===== src/hdl/esc_pkg.sv =====
// shared types, constants and helpers for the epoch seconds to calendar converter
`timescale 1ns / 1ps

package esc_pkg;

    localparam int STAGES      = 10;
    localparam int CFG_INDEX_W = 4;
    localparam int CFG_DATA_W  = 17;
    localparam int ZONE_W      = 17;

    localparam logic [CFG_INDEX_W-1:0] REG_ZONE_OFFSET = 4'd0;
    localparam logic [CFG_INDEX_W-1:0] REG_BCD_MODE    = 4'd1;

    localparam logic [7:0]  BASE_YEAR      = 8'd70;
    localparam logic [15:0] HOURS_PER_YEAR = 16'd8760;
    localparam logic [15:0] HOURS_PER_LEAP = 16'd8784;
    localparam logic [15:0] HOURS_PER_QUAD = 16'd35064;
    localparam logic [15:0] HOURS_TWO_YEARS   = 16'(2 * 8760);
    localparam logic [15:0] HOURS_THREE_YEARS = 16'(2 * 8760 + 8784);

    // reciprocals: floor(x / d) == (x * m) >> s over the stated input width
    localparam logic [30:0] RECIP_15_X30   = 31'd1145324613;  // s = 34
    localparam logic [24:0] RECIP_15_X24   = 25'd17895698;    // s = 28
    localparam logic [17:0] RECIP_4383_X17 = 18'd244979;      // s = 30
    localparam logic [11:0] RECIP_3_X11    = 12'd2731;        // s = 13

    localparam logic [8:0] MONTH_START [12] = '{
        9'd0, 9'd31, 9'd59, 9'd90, 9'd120, 9'd151,
        9'd181, 9'd212, 9'd243, 9'd273, 9'd304, 9'd334
    };

    typedef struct packed {
        logic [5:0] sec;
        logic [5:0] min;
        logic [4:0] hour;
        logic [4:0] mday;
        logic [3:0] mon;
        logic [7:0] year;
    } cal_bin_t;

    typedef struct packed {
        logic [6:0] second;
        logic [6:0] minute;
        logic [5:0] hour;
        logic [5:0] day_of_month;
        logic [4:0] month;
        logic [7:0] year;
    } cal_out_t;

    // two bcd digits of a value below 100
    function automatic logic [7:0] to_bcd(input logic [6:0] v);
        logic [14:0] scaled;
        logic [3:0]  tens;
        logic [3:0]  ones;
        scaled = 15'(v) * 15'd205;
        tens   = scaled[14:11];
        ones   = 4'(v - 7'(tens * 4'd10));
        return {tens, ones};
    endfunction

endpackage


===== src/hdl/esc_if.sv =====
// channel interfaces for timestamps, calendar words and register writes
`timescale 1ns / 1ps

interface esc_stamp_if;
    logic               valid;
    logic               ready;
    logic signed [31:0] epoch_seconds;

    modport source (output valid, output epoch_seconds, input ready);
    modport sink (input valid, input epoch_seconds, output ready);
endinterface

interface esc_cal_if;
    logic       valid;
    logic       ready;
    logic [6:0] second;
    logic [6:0] minute;
    logic [5:0] hour;
    logic [5:0] day_of_month;
    logic [4:0] month;
    logic [7:0] year;

    modport source (output valid, output second, output minute, output hour,
                    output day_of_month, output month, output year, input ready);
    modport sink (input valid, input second, input minute, input hour,
                  input day_of_month, input month, input year, output ready);
endinterface

interface esc_cfg_if import esc_pkg::*; ();
    logic                   valid;
    logic                   ready;
    logic [CFG_INDEX_W-1:0] index;
    logic [CFG_DATA_W-1:0]  data;

    modport source (output valid, output index, output data, input ready);
    modport sink (input valid, input index, input data, output ready);
endinterface


===== src/hdl/epoch_seconds_to_calendar_top.sv =====
// epoch seconds to calendar date converter, ten stage pipeline
`timescale 1ns / 1ps

// Converts a signed 32-bit count of seconds since 1970 into second, minute, hour,
// day, month and year, after subtracting the zone offset register; times before
// the epoch read as 1970-01-01 00:00:00. The datapath is a ten stage pipeline:
// every divide by 60, by 3600, by the four-year block and by 24 is a multiply by
// a reciprocal with its own register stage, then the year walk, the month search
// and the output formatter. One word enters per cycle unless back-pressure has
// filled every stage; back-pressure on the output stalls only the stages
// that are full. The zone offset applies to words accepted after a write and the
// output mode to words leaving after it, so writes should only be issued while no
// word is in flight.
module epoch_seconds_to_calendar_top
    import esc_pkg::*;
(
    input  logic       clk,
    input  logic       rst_n,
    esc_stamp_if.sink  stamp,
    esc_cal_if.source  calendar,
    esc_cfg_if.sink    cfg
);

    logic [ZONE_W-1:0] zone_reg;
    logic              bcd_reg;

    logic [STAGES-1:0] valid_reg;
    logic [STAGES-1:0] load_en;

    // stage payloads
    logic [31:0] t_s1_reg;
    logic [25:0] q1_s2_reg;
    logic [5:0]  tlo_s2_reg;
    logic [19:0] q2_s3_reg;
    logic [5:0]  q1lo_s3_reg;
    logic [19:0] hours_s4_reg;
    logic [4:0]  quad_s4_reg;
    logic [15:0] rem_s5_reg;
    logic [4:0]  quad_s5_reg;
    logic [13:0] hoy_s6_reg;
    logic        leap_s6_reg;
    logic [8:0]  doy_s7_reg;
    logic        leap_s7_reg;
    logic [8:0]  day_s8_reg;
    logic [3:0]  mon_s8_reg;
    logic        feb29_s8_reg;
    cal_bin_t    done_s3_reg;
    cal_bin_t    done_s4_reg;
    cal_bin_t    done_s5_reg;
    cal_bin_t    done_s6_reg;
    cal_bin_t    done_s7_reg;
    cal_bin_t    done_s8_reg;
    cal_bin_t    done_s9_reg;
    cal_out_t    out_reg;

    logic [32:0] wall_time;
    logic [31:0] t_s1_next;
    logic [60:0] prod1;
    logic [48:0] prod2;
    logic [34:0] prod3;
    logic [22:0] prod4;
    logic [15:0] rem_s5_next;
    logic [13:0] hoy_s6_next;
    logic [1:0]  yoff;
    logic [8:0]  qd;
    logic [8:0]  day_s8_next;
    logic [3:0]  mon_s8_next;
    logic        feb29_s8_next;
    cal_bin_t    done_s3_next;
    cal_bin_t    done_s4_next;
    cal_bin_t    done_s6_next;
    cal_bin_t    done_s7_next;
    cal_bin_t    done_s9_next;
    cal_out_t    out_next;

    // register writes
    assign cfg.ready = 1'b1;

    always_ff @(posedge clk or negedge rst_n)
    begin
        if (!rst_n)
        begin
            zone_reg <= '0;
            bcd_reg  <= 1'b0;
        end
        else if (cfg.valid && cfg.ready)
        begin
            case (cfg.index)
                REG_ZONE_OFFSET: zone_reg <= cfg.data[ZONE_W-1:0];
                REG_BCD_MODE:    bcd_reg  <= cfg.data[0];
                default:         ;
            endcase
        end
    end

    // per stage ready chain
    always_comb
    begin
        load_en[STAGES-1] = !valid_reg[STAGES-1] || calendar.ready;
        for (int k = STAGES - 2; k >= 0; k--)
        begin
            load_en[k] = !valid_reg[k] || load_en[k+1];
        end
    end

    assign stamp.ready = load_en[0];

    always_ff @(posedge clk or negedge rst_n)
    begin
        if (!rst_n)
        begin
            valid_reg <= '0;
        end
        else
        begin
            if (load_en[0])
            begin
                valid_reg[0] <= stamp.valid;
            end
            for (int k = 1; k < STAGES; k++)
            begin
                if (load_en[k])
                begin
                    valid_reg[k] <= valid_reg[k-1];
                end
            end
        end
    end

    // s1: local time, clamped at zero
    assign wall_time = {stamp.epoch_seconds[31], stamp.epoch_seconds}
                     - {{(33 - ZONE_W){zone_reg[ZONE_W-1]}}, zone_reg};
    assign t_s1_next = wall_time[32] ? 32'd0 : wall_time[31:0];

    // s2: total minutes
    assign prod1 = 61'(t_s1_reg[31:2]) * 61'(RECIP_15_X30);

    // s3: seconds, total hours
    assign prod2 = 49'(q1_s2_reg[25:2]) * 49'(RECIP_15_X24);

    always_comb
    begin
        done_s3_next     = '0;
        done_s3_next.sec = tlo_s2_reg - 6'(q1_s2_reg[5:0] * 6'd60);
    end

    // s4: minutes, four-year block
    assign prod3 = 35'(q2_s3_reg[19:3]) * 35'(RECIP_4383_X17);

    always_comb
    begin
        done_s4_next     = done_s3_reg;
        done_s4_next.min = q1lo_s3_reg - 6'(q2_s3_reg[5:0] * 6'd60);
    end

    // s5: hours inside the block
    assign rem_s5_next = hours_s4_reg[15:0] - 16'(quad_s4_reg * HOURS_PER_QUAD);

    // s6: year walk
    always_comb
    begin
        if (rem_s5_reg < HOURS_PER_YEAR)
        begin
            yoff        = 2'd0;
            hoy_s6_next = rem_s5_reg[13:0];
        end
        else if (rem_s5_reg < HOURS_TWO_YEARS)
        begin
            yoff        = 2'd1;
            hoy_s6_next = 14'(rem_s5_reg - HOURS_PER_YEAR);
        end
        else if (rem_s5_reg < HOURS_THREE_YEARS)
        begin
            yoff        = 2'd2;
            hoy_s6_next = 14'(rem_s5_reg - HOURS_TWO_YEARS);
        end
        else
        begin
            yoff        = 2'd3;
            hoy_s6_next = 14'(rem_s5_reg - HOURS_THREE_YEARS);
        end
        done_s6_next      = done_s5_reg;
        done_s6_next.year = BASE_YEAR + {1'b0, quad_s5_reg, 2'b00} + {6'd0, yoff};
    end

    // s7: hour of day, day of year
    assign prod4 = 23'(hoy_s6_reg[13:3]) * 23'(RECIP_3_X11);
    assign qd    = prod4[21:13];

    always_comb
    begin
        done_s7_next      = done_s6_reg;
        done_s7_next.hour = hoy_s6_reg[4:0] - 5'(qd[4:0] * 5'd24);
    end

    // s8: leap day and month search
    always_comb
    begin
        feb29_s8_next = leap_s7_reg && (doy_s7_reg == 9'd60);
        if (leap_s7_reg && (doy_s7_reg > 9'd60))
        begin
            day_s8_next = doy_s7_reg - 9'd1;
        end
        else
        begin
            day_s8_next = doy_s7_reg;
        end
        mon_s8_next = 4'd0;
        for (int i = 1; i < 12; i++)
        begin
            mon_s8_next = mon_s8_next + 4'(day_s8_next > MONTH_START[i]);
        end
    end

    // s9: day of month
    always_comb
    begin
        done_s9_next = done_s8_reg;
        if (feb29_s8_reg)
        begin
            done_s9_next.mon  = 4'd1;
            done_s9_next.mday = 5'd29;
        end
        else
        begin
            done_s9_next.mon  = mon_s8_reg;
            done_s9_next.mday = 5'(day_s8_reg - MONTH_START[mon_s8_reg]);
        end
    end

    // s10: output word
    esc_fmt u_fmt (
        .bcd_mode (bcd_reg),
        .bin      (done_s9_reg),
        .word     (out_next)
    );

    always_ff @(posedge clk)
    begin
        if (load_en[0])
        begin
            t_s1_reg <= t_s1_next;
        end
        if (load_en[1])
        begin
            q1_s2_reg  <= prod1[59:34];
            tlo_s2_reg <= t_s1_reg[5:0];
        end
        if (load_en[2])
        begin
            q2_s3_reg   <= prod2[47:28];
            q1lo_s3_reg <= q1_s2_reg[5:0];
            done_s3_reg <= done_s3_next;
        end
        if (load_en[3])
        begin
            hours_s4_reg <= q2_s3_reg;
            quad_s4_reg  <= prod3[34:30];
            done_s4_reg  <= done_s4_next;
        end
        if (load_en[4])
        begin
            rem_s5_reg  <= rem_s5_next;
            quad_s5_reg <= quad_s4_reg;
            done_s5_reg <= done_s4_reg;
        end
        if (load_en[5])
        begin
            hoy_s6_reg  <= hoy_s6_next;
            leap_s6_reg <= (yoff == 2'd2);
            done_s6_reg <= done_s6_next;
        end
        if (load_en[6])
        begin
            doy_s7_reg  <= qd + 9'd1;
            leap_s7_reg <= leap_s6_reg;
            done_s7_reg <= done_s7_next;
        end
        if (load_en[7])
        begin
            day_s8_reg   <= day_s8_next;
            mon_s8_reg   <= mon_s8_next;
            feb29_s8_reg <= feb29_s8_next;
            done_s8_reg  <= done_s7_reg;
        end
        if (load_en[8])
        begin
            done_s9_reg <= done_s9_next;
        end
        if (load_en[9])
        begin
            out_reg <= out_next;
        end
    end

    assign calendar.valid        = valid_reg[STAGES-1];
    assign calendar.second       = out_reg.second;
    assign calendar.minute       = out_reg.minute;
    assign calendar.hour         = out_reg.hour;
    assign calendar.day_of_month = out_reg.day_of_month;
    assign calendar.month        = out_reg.month;
    assign calendar.year         = out_reg.year;

    // checks
    a_accept_enters_pipe: assert property (@(posedge clk) disable iff (!rst_n)
        stamp.valid && stamp.ready |=> valid_reg[0])
        else $error("accepted word did not enter the first stage");

    a_quad_range: assert property (@(posedge clk) disable iff (!rst_n)
        valid_reg[3] |-> quad_s4_reg <= 5'd17)
        else $error("four-year block count out of range");

    a_hour_of_year: assert property (@(posedge clk) disable iff (!rst_n)
        valid_reg[5] |-> hoy_s6_reg < 14'(HOURS_PER_LEAP))
        else $error("hour of year beyond one year");

    a_day_of_year: assert property (@(posedge clk) disable iff (!rst_n)
        valid_reg[7] && !feb29_s8_reg |-> day_s8_reg >= 9'd1 && day_s8_reg <= 9'd365)
        else $error("day of year out of range");

    a_month_day: assert property (@(posedge clk) disable iff (!rst_n)
        valid_reg[8] |-> done_s9_reg.mon <= 4'd11 && done_s9_reg.mday != 5'd0)
        else $error("month or day of month out of range");

endmodule


===== src/hdl/esc_fmt.sv =====
// output formatter: binary calendar fields or bcd rtc bytes
`timescale 1ns / 1ps

module esc_fmt
    import esc_pkg::*;
(
    input  logic     bcd_mode,
    input  cal_bin_t bin,
    output cal_out_t word
);

    logic [6:0] year_mod;
    logic [6:0] month_num;

    assign year_mod  = (bin.year >= 8'd100) ? 7'(bin.year - 8'd100) : bin.year[6:0];
    assign month_num = 7'(bin.mon) + 7'd1;

    always_comb
    begin
        if (bcd_mode)
        begin
            word.second       = 7'(to_bcd({1'b0, bin.sec}));
            word.minute       = 7'(to_bcd({1'b0, bin.min}));
            word.hour         = 6'(to_bcd({2'b00, bin.hour}));
            word.day_of_month = 6'(to_bcd({2'b00, bin.mday}));
            word.month        = 5'(to_bcd(month_num));
            word.year         = to_bcd(year_mod);
        end
        else
        begin
            word.second       = {1'b0, bin.sec};
            word.minute       = {1'b0, bin.min};
            word.hour         = {1'b0, bin.hour};
            word.day_of_month = {1'b0, bin.mday};
            word.month        = {1'b0, bin.mon};
            word.year         = bin.year;
        end
    end

endmodule

===== src/flat_wrapper.sv =====
// flat-port wrapper written by rule: the top's interface ports become plain ports
module epoch_seconds_to_calendar_top_flat import esc_pkg::*;
  (clk, rst_n, stamp_valid, stamp_epoch_seconds, stamp_ready, calendar_valid, calendar_second, calendar_minute, calendar_hour, calendar_day_of_month, calendar_month, calendar_year, calendar_ready, cfg_valid, cfg_index, cfg_data, cfg_ready);
  esc_stamp_if stamp_i ();
  esc_cal_if calendar_i ();
  esc_cfg_if cfg_i ();
  input  logic clk;
  input  logic rst_n;
  input wire logic [$bits(stamp_i.valid)-1:0] stamp_valid;
  input wire logic [$bits(stamp_i.epoch_seconds)-1:0] stamp_epoch_seconds;
  output wire logic [$bits(stamp_i.ready)-1:0] stamp_ready;
  output wire logic [$bits(calendar_i.valid)-1:0] calendar_valid;
  output wire logic [$bits(calendar_i.second)-1:0] calendar_second;
  output wire logic [$bits(calendar_i.minute)-1:0] calendar_minute;
  output wire logic [$bits(calendar_i.hour)-1:0] calendar_hour;
  output wire logic [$bits(calendar_i.day_of_month)-1:0] calendar_day_of_month;
  output wire logic [$bits(calendar_i.month)-1:0] calendar_month;
  output wire logic [$bits(calendar_i.year)-1:0] calendar_year;
  input wire logic [$bits(calendar_i.ready)-1:0] calendar_ready;
  input wire logic [$bits(cfg_i.valid)-1:0] cfg_valid;
  input wire logic [$bits(cfg_i.index)-1:0] cfg_index;
  input wire logic [$bits(cfg_i.data)-1:0] cfg_data;
  output wire logic [$bits(cfg_i.ready)-1:0] cfg_ready;
  assign stamp_i.valid = stamp_valid;
  assign stamp_i.epoch_seconds = stamp_epoch_seconds;
  assign stamp_ready = stamp_i.ready;
  assign calendar_valid = calendar_i.valid;
  assign calendar_second = calendar_i.second;
  assign calendar_minute = calendar_i.minute;
  assign calendar_hour = calendar_i.hour;
  assign calendar_day_of_month = calendar_i.day_of_month;
  assign calendar_month = calendar_i.month;
  assign calendar_year = calendar_i.year;
  assign calendar_i.ready = calendar_ready;
  assign cfg_i.valid = cfg_valid;
  assign cfg_i.index = cfg_index;
  assign cfg_i.data = cfg_data;
  assign cfg_ready = cfg_i.ready;
  epoch_seconds_to_calendar_top u_core (.clk(clk), .rst_n(rst_n), .stamp(stamp_i), .calendar(calendar_i), .cfg(cfg_i));
endmodule

===== config.mk =====
export PLATFORM = sky130hd
export DESIGN_NAME = epoch_seconds_to_calendar_top_flat
export DESIGN_NICKNAME = d
export VERILOG_FILES = /design/src/hdl/esc_pkg.sv /design/src/hdl/esc_if.sv /design/src/hdl/epoch_seconds_to_calendar_top.sv /design/src/hdl/esc_fmt.sv /design/src/flat_wrapper.sv
export SDC_FILE = /design/constraint.sdc
export NUM_CORES = 2
export LEC_CHECK = 0
export ABC_AREA = 0
export BUFFER_PORTS_ARGS = -buffer_cell sky130_fd_sc_hd__buf_2
export CAP_MARGIN = 20
export CORE_ASPECT_RATIO = 0.7
export CORE_MARGIN = 2
export CORE_UTILIZATION = 55
export DETAILED_ROUTE_END_ITERATION = 10
export PLACE_DENSITY = 0.74
export SLEW_MARGIN = 5
export SYNTH_ARGS = -nofsm -noshare
export SYNTH_HDL_FRONTEND = slang
export SYNTH_SLANG_ARGS = --single-unit

===== constraint.sdc =====
create_clock -name clk -period 10 [get_ports clk]
set_clock_uncertainty 0.1 [all_clocks]
set_input_delay 0.5 -clock clk [delete_from_list [all_inputs] [get_ports clk]]
set_output_delay 0.5 -clock clk [all_outputs]
set_load 0.05 [all_outputs]

* Word-level counts from Yosys, hierarchy flattened
Memory sizes are Yosys's and may differ from the RTL's.
Index checks and enable logic that the tools add are counted.
** Operators by class
- Add/subtract/negate cells :: 31
- Multipliers :: 20
- Bitwise gates (word level) :: 1
- Magnitude comparators :: 17
- Multiplexer cells :: 11
- Equality and inequality tests :: 3
- Reduce and logical (&&, ||, !) cells :: 25
** Operator list (count)
- $mul 30x31->60 const B :: 1
- $mul 24x24->47 const B :: 1
- $mux 14 :: 3
- $mul 5x8->13 const B :: 3
- $mux 38 :: 1
- $add 4x1->4 :: 9
- $gt 9x8->1 const B :: 4
- $mul 17x18->35 const B :: 1
- $sub 32x17->33 :: 1
- $lt 16x15->1 const B :: 2
- $mul 6x8->14 const B :: 2
- $sub 14x14->14 const B :: 2
- $gt 9x9->1 const B :: 3
- $sub 4x4->4 :: 6
- $mul 11x12->22 const B :: 1
- $gt 9x6->1 const B :: 2
- $gt 9x7->1 const B :: 2
- $lt 16x14->1 const B :: 1
- $sub 16x16->16 :: 1
- $mul 7x8->15 const B :: 1
- $sub 14x11->14 const B :: 1
- $mul 5x13->13 const B :: 1
- $mul 6x4->4 const B :: 2
- $sub 6x6->6 :: 2
- 29 further kinds :: 55
** Word-level totals
- Memories :: 1
- Word-level logic and storage cells :: 170
- Register bits :: 368
- Input bits :: 58
- Memory bits (read-only) :: 144
** Memory list
- (no name shown) :: words 16, width 9, read ports 1, clocked after Yosys merged registers in 0, write ports 0, RTL line epoch_seconds_to_calendar_top.sv:227 : done_s9_next.mday = 5'(day_s8_reg - MONTH_START[mon_s8_reg]);

* Depth between registers and ports, before layout
- Depth after elaboration :: 14
- Depth in mapped cells :: 26

* By module
A second synthesis with hierarchy kept.
** Second synthesis, totals
- Cells, all modules :: 3825
- Area, all modules :: 42057.8 um^2
** Modules (own cells, without submodules)
- epoch_seconds_to_calendar_top :: times used 1, area an instance 37729.9 um^2, cells an instance 3348, seq. area each 10910.5 um^2
- esc_fmt :: times used 1, area an instance 4327.9 um^2, cells an instance 477, seq. area each 0.0 um^2

* Worst setup path before layout
Ideal clock, no wire load.
- Path type :: register to register
- From :: register u_core.t_s1_reg[31]
- To :: register u_core.q1_s2_reg[25] (data pin)
- Setup slack :: 3712 ps
- Required time :: 9640 ps
- Arrival :: 5928 ps
- Clock period less this slack :: 6288 ps
- Stages on the path, launching flop included :: 25
- Path through :: edfxtp_1 -> ha_1 -> inv_1 -> fa_1 -> inv_1 -> fa_1 -> inv_1 -> fa_1 -> inv_1 -> fa_1 -> inv_1 -> fa_1 -> inv_1 -> ha_1 -> ha_1 -> a2111oi_2 -> o21ai_1 -> a221oi_2 -> o22ai_1 -> o211ai_2 -> nand3_2 -> a221o_1 -> a21o_1 -> a21oi_2 -> xnor2_1
** On the way
- Cells in the longest elaborated chain, start to end :: 1
** RTL lines
- from (decl) :: RTL line epoch_seconds_to_calendar_top.sv:31 : logic [31:0] t_s1_reg;
- from (signal assigned) :: RTL line epoch_seconds_to_calendar_top.sv:242 : t_s1_reg <= t_s1_next;
- $mul 30x31->60 :: RTL line epoch_seconds_to_calendar_top.sv:136 : assign prod1 = 61'(t_s1_reg[31:2]) * 61'(RECIP_15_X30);
- net u_core.prod1[59] :: RTL line epoch_seconds_to_calendar_top.sv:58 : logic [60:0] prod1;
- to (signal assigned) :: RTL line epoch_seconds_to_calendar_top.sv:246 : q1_s2_reg <= prod1[59:34];
- to (decl) :: RTL line epoch_seconds_to_calendar_top.sv:32 : logic [25:0] q1_s2_reg;
The timed path passes the listed nets, and every way through them passes these cells.
A chain may end at the register's enable or synchronous reset.

* Worst setup path after layout
- From :: register u_core.t_s1_reg[27]
- To :: register u_core.q1_s2_reg[25] (data pin)
Same word-level chain as after synthesis.

==> results.toml <==
[cts]
clk_path_buf_depth = 3
cts_resized = 0
clk_pin_slew_ns = 0.06
cts_tree = "built"
cts_sinks = 368
cts_buffers = 40
ctsRootBufferMaster = "clkbuf_16"
htreeDepth = 2
clk_latency_ns = 0.59

[sta]
finalCriticalPeriod_ns = 7.03
rsz0062_at_grt = "no"
report.final.slew_viol_count = 0
setup_viol = 0
finalHoldViolations = 0
fin_crit_sh_pct = 70.3
tns_ns = 0
worst_slew_pin_slew_ns = 0.821
fmax_mhz = 142
relSlewSlack_pct = 44.6

[placed_design]
dp_hpwl_um = 68200
gp_congestion = 0.931
numPortBuffers = 98

[cells_and_area]
layout_common_cells = "ha_1, inv_1, fa_1"
layout-drive-gt1-share_pct = 6.21
diodes = 0
syn_to_final_growth_pct = 7.40
fin_nets = 5266
largest_reg_flops = 34
final_common_cell = "ha_1"

[routing]
vias = 26100
final_antenna_net_count = 0
routed_wl_um = 80700
first_pass_iters = 5
drt-initial-drc-count = 1588
drcViolationCount = 0
avgViaCountPerCell = 5.34
routedWlPerCell_um = 16.5

[floorplanning]
start_util_pct = 55.5
dieWidth_um = 333
die_area_sq_um = 77900
die_h_um = 234
ios = 100
rows = 84
core_region_area_sq_um = 75000

[setup_path]
cp_top_family = "adder cells"
worstPathRequired_ns = 10.21
critPathLaunchType = "flip-flop"
crit_top_cell = "inv_1"
path_class = "flip-flop to flip-flop"
crit_fanout = 6
rrSetupSlack_ns = 2.97
cp-end-kind = "flip-flop"
crit_path_top_delay_cell = "fa_1"
cp.arrival_ns = 7.24
crit_buf_inv = 7
slowest_delay_ns = 0.56

[global_routing]
antenna_found_initial = 0
grt_pass1_wl_um = 133000
grt_max_degree = 44
gr-total-overflow = 0
grt_use_total_pct = 21.4
grt_pass1_vias = 26000

[yosys]
synth.cell_area_sq_um = 41600
synth_edf_count = 340
yosys-mux-area-fraction_pct = 0.547
yosys.area_share.simple_pct = 5.51
synthAdderAreaFrac_pct = 47.8
synth-xor-area-share_pct = 4.24
synth_seq_cells = 368
syn_inst = 3727
synth_nets = 5129
seq_area_frac_synth_pct = 26.2
synth_top_family_by_area = "adder cells"
synthFlopType = "edfxtp_1"
synth.avg_cell_area_sq_um = 11.2
yosys_warnings = 0
synth_compound_area_share_pct = 8.27
async_flop_share_pct = 7.61
synthDistinctLibCells = 82

[worst_hold_path]
min_path_type = "input pin to flip-flop"

[flow_run]
maxCapViolCount = 0

[run_status]
status = "finished, final reports clean"
per-layer routing:
metal	vias up	GRT usage, %	share of wire (%)
met5	-	0	0
met4	0	3.14	1.1
met3	67	4.37	6.6
met2	545	31.5	42
met1	12600	33.0	51
li1	12900	-	-
per-stage QoR:
stage	cell area (sq um)	util, %	instances	setup slack, ns	hold WS (ns)
final	44700	59.6	4884	2.97	0.0252
after detailed placement	43400	57.8	4806	2.50	0.305
after global placement	43400	57.8	4806	2.69	0.300
after floorplan	41600	-	3727	3.71	0.104
after global routing	44700	59.6	4884	2.55	0.0110
after CTS	44700	59.6	4883	2.47	0.000809
path summary, 6_finish.rpt:
check / start / endpoint / cells past startpoint
max in group asynchronous: rst_n / u_core.zone_reg[5] / 2
setup reg to reg: u_core.t_s1_reg[27] / u_core.q1_s2_reg[25] / 25
min in group asynchronous: rst_n / u_core.valid_reg[4] / 2
hold reg to reg: u_core.done_s7_reg[33] / u_core.done_s8_reg[33] / 0
hold / removal: cfg_data[11] / u_core.zone_reg[11] / 3
setup / recovery: u_core.t_s1_reg[27] / u_core.q1_s2_reg[25] / 25
cell type report:
cell class	instances	area (sq um)
Fill cell	6166	30300
Tap cell	989	1240
Timing Repair Buffer	115	626
Clock buffer	47	1030
Multi-Input combinational cell	2541	27600
Clock inverter	26	269
Inverter	798	3000
Sequential cell	368	10900
synth_stat cells (all sizes together) (19+ instances only):
master  number  area, sq um
nor2       107          402
and3        22          138
xnor2      125         1090
nand2b      36          225
nand2      118          443
nor3        32          165
nand3       31          160
a21o        93          698
fa         410         8210
or2         19          121
nor2b       24          150
edfxtp     340        10200
o21ai      103          515
a21oi      152          768
xor2        74          648
a211oi      22          180
nand4       29          188
dfrtp       28          701
ha         934        11700
inv        798         3000
logic make-up after synthesis:
logic type,Yosys count
muxes,21
AOI/OAI and AO/OA,515
other,1
xor gates and xnor gates,200
and+or+nand+nor,460
buffers and inverters,818
adders and majority gates,1344
DFF,368
worst reg2reg max path: stages (launching register included):
cell       delay [ns]
edfxtp_1         0.40
ha_1             0.20
inv_1            0.06
fa_1             0.53
inv_1            0.09
fa_1             0.50
inv_1            0.13
fa_1             0.56
inv_1            0.05
fa_1             0.50
inv_1            0.06
fa_1             0.54
inv_1            0.04
ha_1             0.29
ha_1             0.40
nand4_1          0.14
nor4_1           0.39
o21ai_0          0.22
a2111oi_1        0.38
clkbuf_2         0.27
o2111ai_1        0.14
nand3_2          0.17
a221o_1          0.22
a21o_1           0.19
a21oi_2          0.07
xnor2_1          0.13
what timing repair did:
item	4_1_cts	5_1_grt
hold buffers	4	0
buffers inserted	0	0
endpoints found under the hold margin	31	0
Power is not shown: default switching activity piles up to over one toggle a cycle in this logic, so the estimate is an artifact.
